`src/design/ssps_pkg.sv`:
```
// Shared constants, register indexes and control types of the speed-scaled pulse scheduler.
package ssps_pkg;

	localparam int IN_W   = 48;
	localparam int OUT_W  = 96;
	localparam int IDX_W  = 3;
	localparam int CFG_W  = 32;

	localparam logic [31:0] SAMPLE_PERIOD_MS = 32'd1000;
	localparam logic [7:0]  MIN_SATS         = 8'd4;
	localparam logic [15:0] AGE_LIMIT_MS     = 16'd2000;

	localparam logic [IDX_W-1:0] REG_SPEED_MIN    = 3'd0;
	localparam logic [IDX_W-1:0] REG_SPEED_MAX    = 3'd1;
	localparam logic [IDX_W-1:0] REG_INTERVAL_MIN = 3'd2;
	localparam logic [IDX_W-1:0] REG_INTERVAL_MAX = 3'd3;
	localparam logic [IDX_W-1:0] REG_DUTY_MIN     = 3'd4;
	localparam logic [IDX_W-1:0] REG_DUTY_MAX     = 3'd5;
	localparam logic [IDX_W-1:0] REG_PULSE_LENGTH = 3'd6;
	localparam logic [IDX_W-1:0] REG_FIX_TIMEOUT  = 3'd7;

	localparam logic [15:0] RST_SPEED_MIN    = 16'd50;
	localparam logic [15:0] RST_SPEED_MAX    = 16'd1500;
	localparam logic [31:0] RST_INTERVAL_MIN = 32'd60000;
	localparam logic [31:0] RST_INTERVAL_MAX = 32'd600000;
	localparam logic [7:0]  RST_DUTY_MIN     = 8'd100;
	localparam logic [7:0]  RST_DUTY_MAX     = 8'd255;
	localparam logic [15:0] RST_PULSE_LENGTH = 16'd500;
	localparam logic [15:0] RST_FIX_TIMEOUT  = 16'd5000;

	localparam int DIV_STEPS = 32;
	localparam int DIV_CNT_W = $clog2(DIV_STEPS);

	typedef struct packed {
		logic capture;
		logic step;
		logic prep;
		logic mul;
		logic div_start;
		logic fin;
		logic pump;
		logic load_out;
	} cmd_t;

	typedef struct packed {
		logic manual;
		logic div_done;
		logic out_stall;
	} status_t;

endpackage

```
`src/design/ssps_div.sv`:
```
// Radix-2 restoring divider producing a 32-bit quotient of a 48-bit dividend by a 16-bit divisor.
module ssps_div (
	input  logic        clk,
	input  logic        arst_n,
	input  logic        start,
	input  logic [47:0] dividend,
	input  logic [15:0] divisor,
	output logic [31:0] quotient,
	output logic        done
);

	logic [15:0]                    rem_q;
	logic [31:0]                    quo_q;
	logic [15:0]                    dvs_q;
	logic [ssps_pkg::DIV_CNT_W-1:0] cnt_q;
	logic                           busy_q;
	logic                           done_q;
	logic [16:0]                    trial;
	logic [16:0]                    diff;
	logic                           ge;

	assign trial = {rem_q, quo_q[31]};
	assign ge    = trial >= {1'b0, dvs_q};
	assign diff  = trial - {1'b0, dvs_q};

	always_ff @(posedge clk or negedge arst_n) begin
		if (!arst_n) begin
			busy_q <= 1'b0;
			done_q <= 1'b0;
			cnt_q  <= '0;
		end else begin
			done_q <= 1'b0;
			if (start) begin
				busy_q <= 1'b1;
				cnt_q  <= '0;
			end else if (busy_q) begin
				cnt_q <= cnt_q + ssps_pkg::DIV_CNT_W'(1);
				if (cnt_q == ssps_pkg::DIV_CNT_W'(ssps_pkg::DIV_STEPS - 1)) begin
					busy_q <= 1'b0;
					done_q <= 1'b1;
				end
			end
		end
	end

	always_ff @(posedge clk) begin
		if (start) begin
			rem_q <= dividend[47:32];
			quo_q <= dividend[31:0];
			dvs_q <= divisor;
		end else if (busy_q) begin
			rem_q <= ge ? diff[15:0] : trial[15:0];
			quo_q <= {quo_q[30:0], ge};
		end
	end

	assign quotient = quo_q;
	assign done     = done_q;

endmodule

```
`src/design/ssps_datapath.sv`:
```
// Datapath: configuration registers, fix sampling, interpolation arithmetic and pump state.
module ssps_datapath (
	input  logic                       clk,
	input  logic                       arst_n,
	input  ssps_pkg::cmd_t             cmd,
	output ssps_pkg::status_t          status,
	input  logic                       in_func,
	input  logic [ssps_pkg::IN_W-1:0]  in_data,
	input  logic                       cfg_we,
	input  logic [ssps_pkg::IDX_W-1:0] cfg_index,
	input  logic [ssps_pkg::CFG_W-1:0] cfg_data,
	output logic                       out_valid,
	input  logic                       out_ready,
	output logic [ssps_pkg::OUT_W-1:0] out_data
);

	localparam logic [1:0] SEL_LO  = 2'd0;
	localparam logic [1:0] SEL_HI  = 2'd1;
	localparam logic [1:0] SEL_DIV = 2'd2;

	logic [15:0] speed_min_q, speed_max_q, pulse_length_q, fix_timeout_q;
	logic [31:0] interval_min_q, interval_max_q;
	logic [7:0]  duty_min_q, duty_max_q;

	logic        func_q, lv_q, sv_q, spv_q;
	logic [15:0] age_q, gs_q;
	logic [7:0]  sc_q;

	logic [31:0] now_q, last_sample_q, last_fix_q, last_shot_q, pulse_start_q, next_int_q;
	logic [31:0] shots_q;
	logic [15:0] held_speed_q;
	logic [7:0]  held_sats_q, duty_q;
	logic        fix_q, pulse_q, led_q;

	logic [15:0] num_q, den_q;
	logic [1:0]  sel_q;
	logic        ineg_q, dneg_q;
	logic [31:0] imag_q;
	logic [7:0]  dmag_q;
	logic [47:0] iprod_q, dprod_q;
	logic [31:0] ires_q;
	logic [7:0]  dres_q;

	logic [31:0] iquo, dquo;
	logic        idone, ddone;

	logic [31:0] now_n, since_sample, since_fix, since_shot, since_pulse;
	logic [7:0]  sats_n;
	logic        fix_good;
	logic        oil_ok;
	logic [31:0] to_next;

	logic        out_valid_q;
	logic [ssps_pkg::OUT_W-1:0] out_data_q;

	assign now_n        = now_q + 32'd1;
	assign since_sample = now_n - last_sample_q;
	assign since_fix    = now_n - last_fix_q;
	assign since_shot   = now_q - last_shot_q;
	assign since_pulse  = now_q - pulse_start_q;
	assign sats_n       = sv_q ? sc_q : held_sats_q;
	assign fix_good     = lv_q && (age_q < ssps_pkg::AGE_LIMIT_MS) &&
	                      (sats_n >= ssps_pkg::MIN_SATS);
	assign oil_ok       = fix_q && (held_speed_q >= speed_min_q);

	always_comb begin
		to_next = 32'd0;
		if (oil_ok && (since_shot < next_int_q)) begin
			to_next = next_int_q - since_shot;
		end
	end

	ssps_div u_idiv (
		.clk      (clk),
		.arst_n   (arst_n),
		.start    (cmd.div_start),
		.dividend (iprod_q),
		.divisor  (den_q),
		.quotient (iquo),
		.done     (idone)
	);

	ssps_div u_ddiv (
		.clk      (clk),
		.arst_n   (arst_n),
		.start    (cmd.div_start),
		.dividend (dprod_q),
		.divisor  (den_q),
		.quotient (dquo),
		.done     (ddone)
	);

	always_ff @(posedge clk or negedge arst_n) begin
		if (!arst_n) begin
			speed_min_q    <= ssps_pkg::RST_SPEED_MIN;
			speed_max_q    <= ssps_pkg::RST_SPEED_MAX;
			interval_min_q <= ssps_pkg::RST_INTERVAL_MIN;
			interval_max_q <= ssps_pkg::RST_INTERVAL_MAX;
			duty_min_q     <= ssps_pkg::RST_DUTY_MIN;
			duty_max_q     <= ssps_pkg::RST_DUTY_MAX;
			pulse_length_q <= ssps_pkg::RST_PULSE_LENGTH;
			fix_timeout_q  <= ssps_pkg::RST_FIX_TIMEOUT;
		end else if (cfg_we) begin
			case (cfg_index)
				ssps_pkg::REG_SPEED_MIN:    speed_min_q    <= cfg_data[15:0];
				ssps_pkg::REG_SPEED_MAX:    speed_max_q    <= cfg_data[15:0];
				ssps_pkg::REG_INTERVAL_MIN: interval_min_q <= cfg_data;
				ssps_pkg::REG_INTERVAL_MAX: interval_max_q <= cfg_data;
				ssps_pkg::REG_DUTY_MIN:     duty_min_q     <= cfg_data[7:0];
				ssps_pkg::REG_DUTY_MAX:     duty_max_q     <= cfg_data[7:0];
				ssps_pkg::REG_PULSE_LENGTH: pulse_length_q <= cfg_data[15:0];
				ssps_pkg::REG_FIX_TIMEOUT:  fix_timeout_q  <= cfg_data[15:0];
				default: ;
			endcase
		end
	end

	always_ff @(posedge clk) begin
		if (cmd.capture) begin
			func_q <= in_func;
			lv_q   <= in_data[0];
			age_q  <= in_data[16:1];
			sv_q   <= in_data[17];
			sc_q   <= in_data[25:18];
			spv_q  <= in_data[26];
			gs_q   <= in_data[42:27];
		end
		if (cmd.prep) begin
			num_q  <= held_speed_q - speed_min_q;
			den_q  <= speed_max_q - speed_min_q;
			ineg_q <= interval_min_q < interval_max_q;
			imag_q <= (interval_min_q < interval_max_q) ? interval_max_q - interval_min_q
			                                            : interval_min_q - interval_max_q;
			dneg_q <= duty_max_q < duty_min_q;
			dmag_q <= (duty_max_q < duty_min_q) ? duty_min_q - duty_max_q
			                                    : duty_max_q - duty_min_q;
			if (speed_max_q == speed_min_q) begin
				sel_q <= SEL_HI;
			end else if ((speed_max_q < speed_min_q) || (held_speed_q <= speed_min_q)) begin
				sel_q <= SEL_LO;
			end else if (held_speed_q >= speed_max_q) begin
				sel_q <= SEL_HI;
			end else begin
				sel_q <= SEL_DIV;
			end
		end
		if (cmd.mul) begin
			iprod_q <= 48'(imag_q) * 48'(num_q);
			dprod_q <= 48'(dmag_q) * 48'(num_q);
		end
		if (cmd.fin) begin
			case (sel_q)
				SEL_HI: begin
					ires_q <= interval_min_q;
					dres_q <= duty_max_q;
				end
				SEL_DIV: begin
					ires_q <= ineg_q ? interval_max_q - iquo : interval_max_q + iquo;
					dres_q <= dneg_q ? duty_min_q - dquo[7:0] : duty_min_q + dquo[7:0];
				end
				default: begin
					ires_q <= interval_max_q;
					dres_q <= duty_min_q;
				end
			endcase
		end
		if (cmd.load_out) begin
			out_data_q <= {5'd0, held_speed_q, to_next, shots_q, led_q, fix_q, pulse_q, duty_q};
		end
	end

	always_ff @(posedge clk or negedge arst_n) begin
		if (!arst_n) begin
			now_q         <= '0;
			last_sample_q <= '0;
			last_fix_q    <= '0;
			last_shot_q   <= '0;
			pulse_start_q <= '0;
			next_int_q    <= ssps_pkg::RST_INTERVAL_MAX;
			shots_q       <= '0;
			held_speed_q  <= '0;
			held_sats_q   <= '0;
			duty_q        <= '0;
			fix_q         <= 1'b0;
			pulse_q       <= 1'b0;
			led_q         <= 1'b0;
			out_valid_q   <= 1'b0;
		end else begin
			if (cmd.step) begin
				if (func_q) begin
					if (!pulse_q) begin
						duty_q        <= duty_min_q;
						pulse_q       <= 1'b1;
						pulse_start_q <= now_q;
						shots_q       <= shots_q + 32'd1;
					end
				end else begin
					now_q <= now_n;
					if (since_sample >= ssps_pkg::SAMPLE_PERIOD_MS) begin
						last_sample_q <= now_n;
						held_sats_q   <= sats_n;
						if (fix_good) begin
							fix_q      <= 1'b1;
							last_fix_q <= now_n;
							if (spv_q) begin
								held_speed_q <= (gs_q > speed_max_q) ? speed_max_q : gs_q;
							end
							led_q <= !led_q;
						end else if (since_fix > {16'd0, fix_timeout_q}) begin
							fix_q        <= 1'b0;
							held_speed_q <= '0;
							led_q        <= 1'b0;
						end
					end
				end
			end
			if (cmd.pump) begin
				if (pulse_q) begin
					if (since_pulse >= {16'd0, pulse_length_q}) begin
						pulse_q <= 1'b0;
						duty_q  <= '0;
					end
				end else if (oil_ok) begin
					next_int_q <= ires_q;
					if (since_shot >= ires_q) begin
						duty_q <= dres_q;
						if (dres_q != 8'd0) begin
							pulse_q       <= 1'b1;
							pulse_start_q <= now_q;
							last_shot_q   <= now_q;
							shots_q       <= shots_q + 32'd1;
						end
					end
				end else begin
					pulse_q <= 1'b0;
					duty_q  <= '0;
				end
			end
			if (cmd.load_out) begin
				out_valid_q <= 1'b1;
			end else if (out_ready) begin
				out_valid_q <= 1'b0;
			end
		end
	end

	assign status.manual    = func_q;
	assign status.div_done  = idone && ddone;
	assign status.out_stall = out_valid_q && !out_ready;

	assign out_valid = out_valid_q;
	assign out_data  = out_data_q;

endmodule

```
`src/design/ssps_ctrl.sv`:
```
// Controller: sequences each transfer through sampling, then (ticks only) interpolation and pump update, then output.
module ssps_ctrl (
	input  logic              clk,
	input  logic              arst_n,
	input  logic              in_valid,
	output logic              in_ready,
	input  ssps_pkg::status_t status,
	output ssps_pkg::cmd_t    cmd
);

	localparam logic [3:0] ST_IDLE   = 4'd0;
	localparam logic [3:0] ST_STEP   = 4'd1;
	localparam logic [3:0] ST_PREP   = 4'd2;
	localparam logic [3:0] ST_MUL    = 4'd3;
	localparam logic [3:0] ST_DSTART = 4'd4;
	localparam logic [3:0] ST_DWAIT  = 4'd5;
	localparam logic [3:0] ST_FIN    = 4'd6;
	localparam logic [3:0] ST_PUMP   = 4'd7;
	localparam logic [3:0] ST_OUT    = 4'd8;

	logic [3:0] state_q, state_n;

	always_comb begin
		state_n = state_q;
		cmd     = '0;
		case (state_q)
			ST_IDLE: begin
				if (in_valid) begin
					cmd.capture = 1'b1;
					state_n     = ST_STEP;
				end
			end
			ST_STEP: begin
				cmd.step = 1'b1;
				state_n  = status.manual ? ST_OUT : ST_PREP;
			end
			ST_PREP: begin
				cmd.prep = 1'b1;
				state_n  = ST_MUL;
			end
			ST_MUL: begin
				cmd.mul = 1'b1;
				state_n = ST_DSTART;
			end
			ST_DSTART: begin
				cmd.div_start = 1'b1;
				state_n       = ST_DWAIT;
			end
			ST_DWAIT: begin
				if (status.div_done) begin
					state_n = ST_FIN;
				end
			end
			ST_FIN: begin
				cmd.fin = 1'b1;
				state_n = ST_PUMP;
			end
			ST_PUMP: begin
				cmd.pump = 1'b1;
				state_n  = ST_OUT;
			end
			ST_OUT: begin
				if (!status.out_stall) begin
					cmd.load_out = 1'b1;
					state_n      = ST_IDLE;
				end
			end
			default: begin
				state_n = ST_IDLE;
			end
		endcase
	end

	always_ff @(posedge clk or negedge arst_n) begin
		if (!arst_n) begin
			state_q <= ST_IDLE;
		end else begin
			state_q <= state_n;
		end
	end

	assign in_ready = (state_q == ST_IDLE);

endmodule

```
`src/design/speed_scaled_pulse_scheduler_unit.sv`:
```
// Top level of the speed-scaled pump pulse scheduler.
// One item is in work at a time. A tick transfer (tuser low) goes from acceptance to its
// result in the output register through sampling, a multiply, then a 32-step
// radix-2 divide that computes the interpolated interval and duty side by side, then the pump
// update. A manual shot transfer (tuser high) skips the arithmetic and the pump update. The next
// item can be accepted at the edge after the result is loaded, even while it waits on m_tready;
// a new result that finds the old one still waiting holds until it leaves. Configuration writes
// are always ready and take effect in the cycle after the transfer.
module speed_scaled_pulse_scheduler_unit (
	input  logic                       clk,
	input  logic                       arst_n,
	input  logic                       s_tvalid,
	output logic                       s_tready,
	// [0] location_valid, [16:1] location_age, [17] sats_valid, [25:18] sat_count,
	// [26] speed_valid, [42:27] ground_speed, [47:43] zero
	input  logic [ssps_pkg::IN_W-1:0]  s_tdata,
	// [0] func
	input  logic                       s_tuser,
	output logic                       m_tvalid,
	input  logic                       m_tready,
	// [7:0] pump_duty, [8] pump_on, [9] fix_ok, [10] status_led, [42:11] shot_total,
	// [74:43] ms_to_next, [90:75] speed_now, [95:91] zero
	output logic [ssps_pkg::OUT_W-1:0] m_tdata,
	input  logic                       cfg_valid,
	output logic                       cfg_ready,
	input  logic [ssps_pkg::IDX_W-1:0] cfg_index,
	input  logic [ssps_pkg::CFG_W-1:0] cfg_data
);

	ssps_pkg::cmd_t    cmd;
	ssps_pkg::status_t status;

	assign cfg_ready = 1'b1;

	ssps_ctrl u_ctrl (
		.clk      (clk),
		.arst_n   (arst_n),
		.in_valid (s_tvalid),
		.in_ready (s_tready),
		.status   (status),
		.cmd      (cmd)
	);

	ssps_datapath u_dp (
		.clk       (clk),
		.arst_n    (arst_n),
		.cmd       (cmd),
		.status    (status),
		.in_func   (s_tuser),
		.in_data   (s_tdata),
		.cfg_we    (cfg_valid && cfg_ready),
		.cfg_index (cfg_index),
		.cfg_data  (cfg_data),
		.out_valid (m_tvalid),
		.out_ready (m_tready),
		.out_data  (m_tdata)
	);

	a_one_in_flight: assert property (@(posedge clk) disable iff (!arst_n)
		s_tvalid && s_tready |=> !s_tready)
		else $error("input accepted while an item is in work");

	a_duty_needs_pulse: assert property (@(posedge clk) disable iff (!arst_n)
		m_tvalid && (m_tdata[7:0] != 8'd0) |-> m_tdata[8])
		else $error("nonzero pump duty without a pulse");

	a_speed_needs_fix: assert property (@(posedge clk) disable iff (!arst_n)
		m_tvalid && !m_tdata[9] |-> (m_tdata[90:75] == 16'd0))
		else $error("speed held without a valid fix");

	a_countdown_needs_fix: assert property (@(posedge clk) disable iff (!arst_n)
		m_tvalid && (m_tdata[74:43] != 32'd0) |-> m_tdata[9])
		else $error("shot countdown without a valid fix");

endmodule

```
`config.mk`:
```
export PLATFORM = sky130hd
export DESIGN_NAME = speed_scaled_pulse_scheduler_unit
export DESIGN_NICKNAME = d
export VERILOG_FILES = /design/src/design/ssps_pkg.sv /design/src/design/ssps_div.sv /design/src/design/ssps_datapath.sv /design/src/design/ssps_ctrl.sv /design/src/design/speed_scaled_pulse_scheduler_unit.sv
export SDC_FILE = /design/constraint.sdc
export NUM_CORES = 2
export LEC_CHECK = 0
export BUFFER_PORTS_ARGS = -buffer_cell sky130_fd_sc_hd__buf_2
export CORE_MARGIN = 3
export CORE_UTILIZATION = 32
export DETAILED_ROUTE_END_ITERATION = 16
export PLACE_DENSITY = 0.49
export SYNTH_ARGS = -nofsm -noshare
export SYNTH_HDL_FRONTEND = slang
export SYNTH_SLANG_ARGS = --single-unit
```
`constraint.sdc`:
```
create_clock -name clk -period 18.9 [get_ports clk]
set_clock_uncertainty 0.1 [all_clocks]
set_input_delay 3.78 -clock clk [delete_from_list [all_inputs] [get_ports clk]]
set_output_delay 3.78 -clock clk [all_outputs]
set_load 0.02 [all_outputs]
```
==> run_results.csv <==
group,metric,value,unit
run_status,status,"completed",
hold_path,min_from,"u_dp.den_q[12]",
setup_path,worstPathArrival,9.26,ns
setup_path,start_kind,"flip-flop",
global_route,grt_pass1_vias,55300,
place,dp_hpwl,159000,um
yosys,yosys.area.top_type,"edfxtp_1",
clock_network,cts.clk_slew.worst_paths,0.06,ns
detailed_routing,viasPerCell,5.04,
sta,fmaxAchievable,0.113,GHz
setup_path,reg2reg_slack,10.03,ns
sta,slew_headroom,13.9,%
clock_network,cts_tree,"done",
clock_network,postCtsSetupBuffers,0,
final_layout,n_fill_cell,23000,
sta,setup_tns,0,ns
clock_network,clock_path_buffers,3,
yosys,ys_async_sr_fraction,49.5,%
yosys,yosysWarnings,0,
setup_path,critPathRequiredTime,19.29,ns
floorplanning,die_x,482,um
yosys,synthCells,7650,
setup_path,crit_type,"flip-flop to flip-flop",
detailed_routing,dr.pass1.iters,5,
yosys,yosys-top-cells-area,"edfxtp_1 18%, fa_1 14%, dfrtp_1 13%",
setup_path,critPathMaxStageDelay,1.11,ns
global_route,grt_max_degree,94,
global_route,grt_antenna_before_repair,15,
yosys,synthFlopType,"edfxtp_1",
setup_path,crit_buf_inv,4,
hold_path,min_to,"u_dp.u_idiv.dvs_q[12]",
setup_path,crit_path_max_fanout,26,
yosys,synth_edf_count,429,
sta,period_minus_slack,8.87,ns
yosys,ys_top_cells_by_count,"1018 x inv_1, 910 x nand2_1, 606 x ha_1",
clock_network,hold_buffers,0,
yosys,avgSynthCellArea,9.49,um2
yosys,ys_seq_area_share,32.3,%
final_layout,drive_gt1_share,8.88,%
global_route,track_usage,18.1,%
floorplanning,die_height,482,um
floorplanning,initial_core_util,32.2,%
yosys,synth_seq_cells,849,
floorplanning,die_area,233000,um2
clock_network,cts_made_buffers,102,
clock_network,cts_resized,0,
floorplanning,core,225000,um2
setup_path,regToRegStartpoint,"u_dp.num_q[3]",
clock_network,clock_sinks,849,
hold_path,whs_path_depth,0,
detailed_routing,ant_nets,0,
final_layout,nets,8901,
sta,setup_viol,0,
final_layout,synthToLayoutAreaGrowth,10.4,%
setup_path,cpMostUsedCell,"fa_1",
yosys,yosys.area.top_type_share,17.8,%
hold_path,hp-class,"flip-flop to flip-flop",
yosys,syn-cell-area,72600,um2
place,place.gp.congestion,0.870,
detailed_routing,wl_per_cell,19.5,um
clock_network,cts_root_buf,"clkbuf_16",
yosys,yosysUniqueCellTypes,96,
sta,timing_hold_violations_final,0,
clock_network,cts_max_level,3,
floorplanning,row_count,174,
sta,slew_viol_final,0,
detailed_routing,routed_wl,210000,um
clock_network,worst_skew_pair.late_latency,0.75,ns
sta,tightest_slew,1.29,ns
setup_path,r2r_cells,24,
sta,rsz0062_at_grt,"false",
detailed_routing,route.vias.total,54300,
sta,final.period_utilization,46.9,%
floorplanning,io_pins,188,
yosys,synth.most_common_cell,"inv_1",
global_route,grt-ovfl-total,0,
setup_path,cp_slowest_cell,"edfxtp_1",
setup_path,crit_path_end_kind,"flip-flop",
setup_path,cp_cell_sequence,"buf_4 > nand2_1 > fa_1 > fa_1 > inv_1 > fa_1 > fa_1 > fa_1 > inv_1 > fa_1 > inv_1 > ha_1 > nand2_1 > nor2_1 > nand4_1 > a211oi_1 > o311a_1 > nor2_1 > o31ai_1 > a21oi_1 > o21ai_0 > a21o_1 > a21oi_1 > xnor2_1",
place,numPortBuffers,170,
detailed_routing,drtIter0Drc,3253,
detailed_routing,drcViolationCount,0,
global_route,grt_pass1_wl,328000,um
setup_path,r2r_end,"u_dp.iprod_q[41]",
run,maxCapViolations,0,
setup_path,cpLargestDelayFamily,"adder cells",
[flip-flops by register name (all words and copies together), names as in the netlist, 24 cells and up]
register and count:
u_dp.interval_min_q 32, u_dp.pulse_start_q 32, u_dp.out_data 91, u_dp.shots_q 32, u_dp.next_int_q 32, u_dp.now_q 32
u_dp.last_shot_q 32, u_dp.ires_q 32, u_dp.u_ddiv.quotient 32, u_dp.u_idiv.quotient 32, u_dp.imag_q 32, u_dp.last_fix_q 32
u_dp.iprod_q 48, u_dp.dprod_q 24, u_dp.last_sample_q 32, u_dp.interval_max_q 32
[layer usage]
metal	up-vias	GRT usage (%)	share of wire (%)	wire length [um]
met5	-	0	0.0033	7
met4	2	4.40	2.5	5200
met3	234	2.36	4.4	9210
met2	1082	29.4	46	96200
met1	27100	25.4	47	99300
li1	25800	-	-	-
[layout make-up]
class / instances / area (um2) / area share (%)
Antenna cell: 7 / 17.5 / 0.0219
Clock buffer: 132 / 2850 / 3.56
Clock inverter: 61 / 734 / 0.917
Inverter: 1019 / 3830 / 4.78
Multi-Input combinational cell: 5483 / 44100 / 55.1
Sequential cell: 849 / 23500 / 29.3
Tap cell: 2992 / 3740 / 4.67
Timing Repair Buffer: 234 / 1340 / 1.67
[how the worst max path moves through the flow]
stage,from,end,cells after the start
final,u_dp.num_q[3],u_dp.iprod_q[41],24
after global routing,u_dp.num_q[3],u_dp.iprod_q[41],24
after CTS,u_dp.num_q[3],u_dp.iprod_q[41],24
after detailed placement,u_dp.num_q[3],u_dp.iprod_q[41],24
after global placement,u_dp.num_q[3],u_dp.iprod_q[41],24
after floorplan,m_tready,u_dp.out_data[0],2
[cells by family (layout without fill, tap and decap cells)]
| logic type | count (synthesis) | in the layout | share of synthesized area (%) |
|---|---|---|---|
| buffers and inverters | 1322 | 1446 | 6.99 |
| and+or+nand+nor | 2271 | 2271 | 14.8 |
| muxes | 240 | 240 | 3.65 |
| AOI/OAI and AO/OA | 1442 | 1442 | 12.7 |
| adders and majority gates | 1123 | 1123 | 24.7 |
| other | 2 | 13 | 0.0103 |
| DFF | 849 | 849 | 32.3 |
| xor gates and xnor gates | 401 | 401 | 4.85 |
[layout by cell type (no fill, tap or decap), types with 34 or more instances in the layout]
master | Yosys | final
nand4_1 | 80 | 80
a31oi_1 | 41 | 41
edfxtp_1 | 429 | 429
o21a_1 | 63 | 63
o21ai_0 | 328 | 328
buf_4 | 8 | 64
mux2_2 | 155 | 155
and2_1 | 297 | 296
nand3_1 | 100 | 100
inv_1 | 1018 | 1018
nand2b_1 | 66 | 66
nand2_1 | 910 | 907
a211oi_1 | 50 | 50
nor4_1 | 34 | 34
nor3_1 | 96 | 91
a21o_1 | 188 | 188
a21oi_1 | 424 | 422
mux2i_1 | 74 | 74
clkbuf_16 | 0 | 106
nor2b_1 | 67 | 67
fa_1 | 517 | 517
xor2_1 | 141 | 141
and3_1 | 52 | 52
ha_1 | 606 | 605
buf_2 | 18 | 169
dfrtp_1 | 365 | 365
xnor2_1 | 259 | 259
nor2_1 | 452 | 451
a221oi_1 | 38 | 38
dfstp_2 | 55 | 55
o21bai_1 | 41 | 41
[stage by stage]
step                hold slack (ns)  util [%]  area, um2  instances  worst slack, ns
finish                        0.318      35.6      80100      10800            10.03
global route                  0.320      35.6      80100      10800             9.66
CTS                           0.320      35.6      80100      10800            10.00
detailed placement            0.305      34.0      76500      10600            10.08
global placement              0.305      34.0      76500      10600            10.08
floorplan                     0.300         -      72600       7654            10.00
[worst reg2reg max path, delay by kind of cell (launching register included)]
| kind | cells | cell delay (ns) |
|---|---|---|
| buffers and inverters | 4 | 0.76 |
| XOR/XNOR | 1 | 0.14 |
| flip-flops | 1 | 1.11 |
| adder cells (fa/ha/maj) | 7 | 3.38 |
| AO/OA/AOI/OAI | 7 | 2.42 |
| AND/OR/NAND/NOR | 5 | 0.74 |
Power is not shown: default switching activity piles up to over one toggle a cycle in this logic, so the estimate is an artifact.
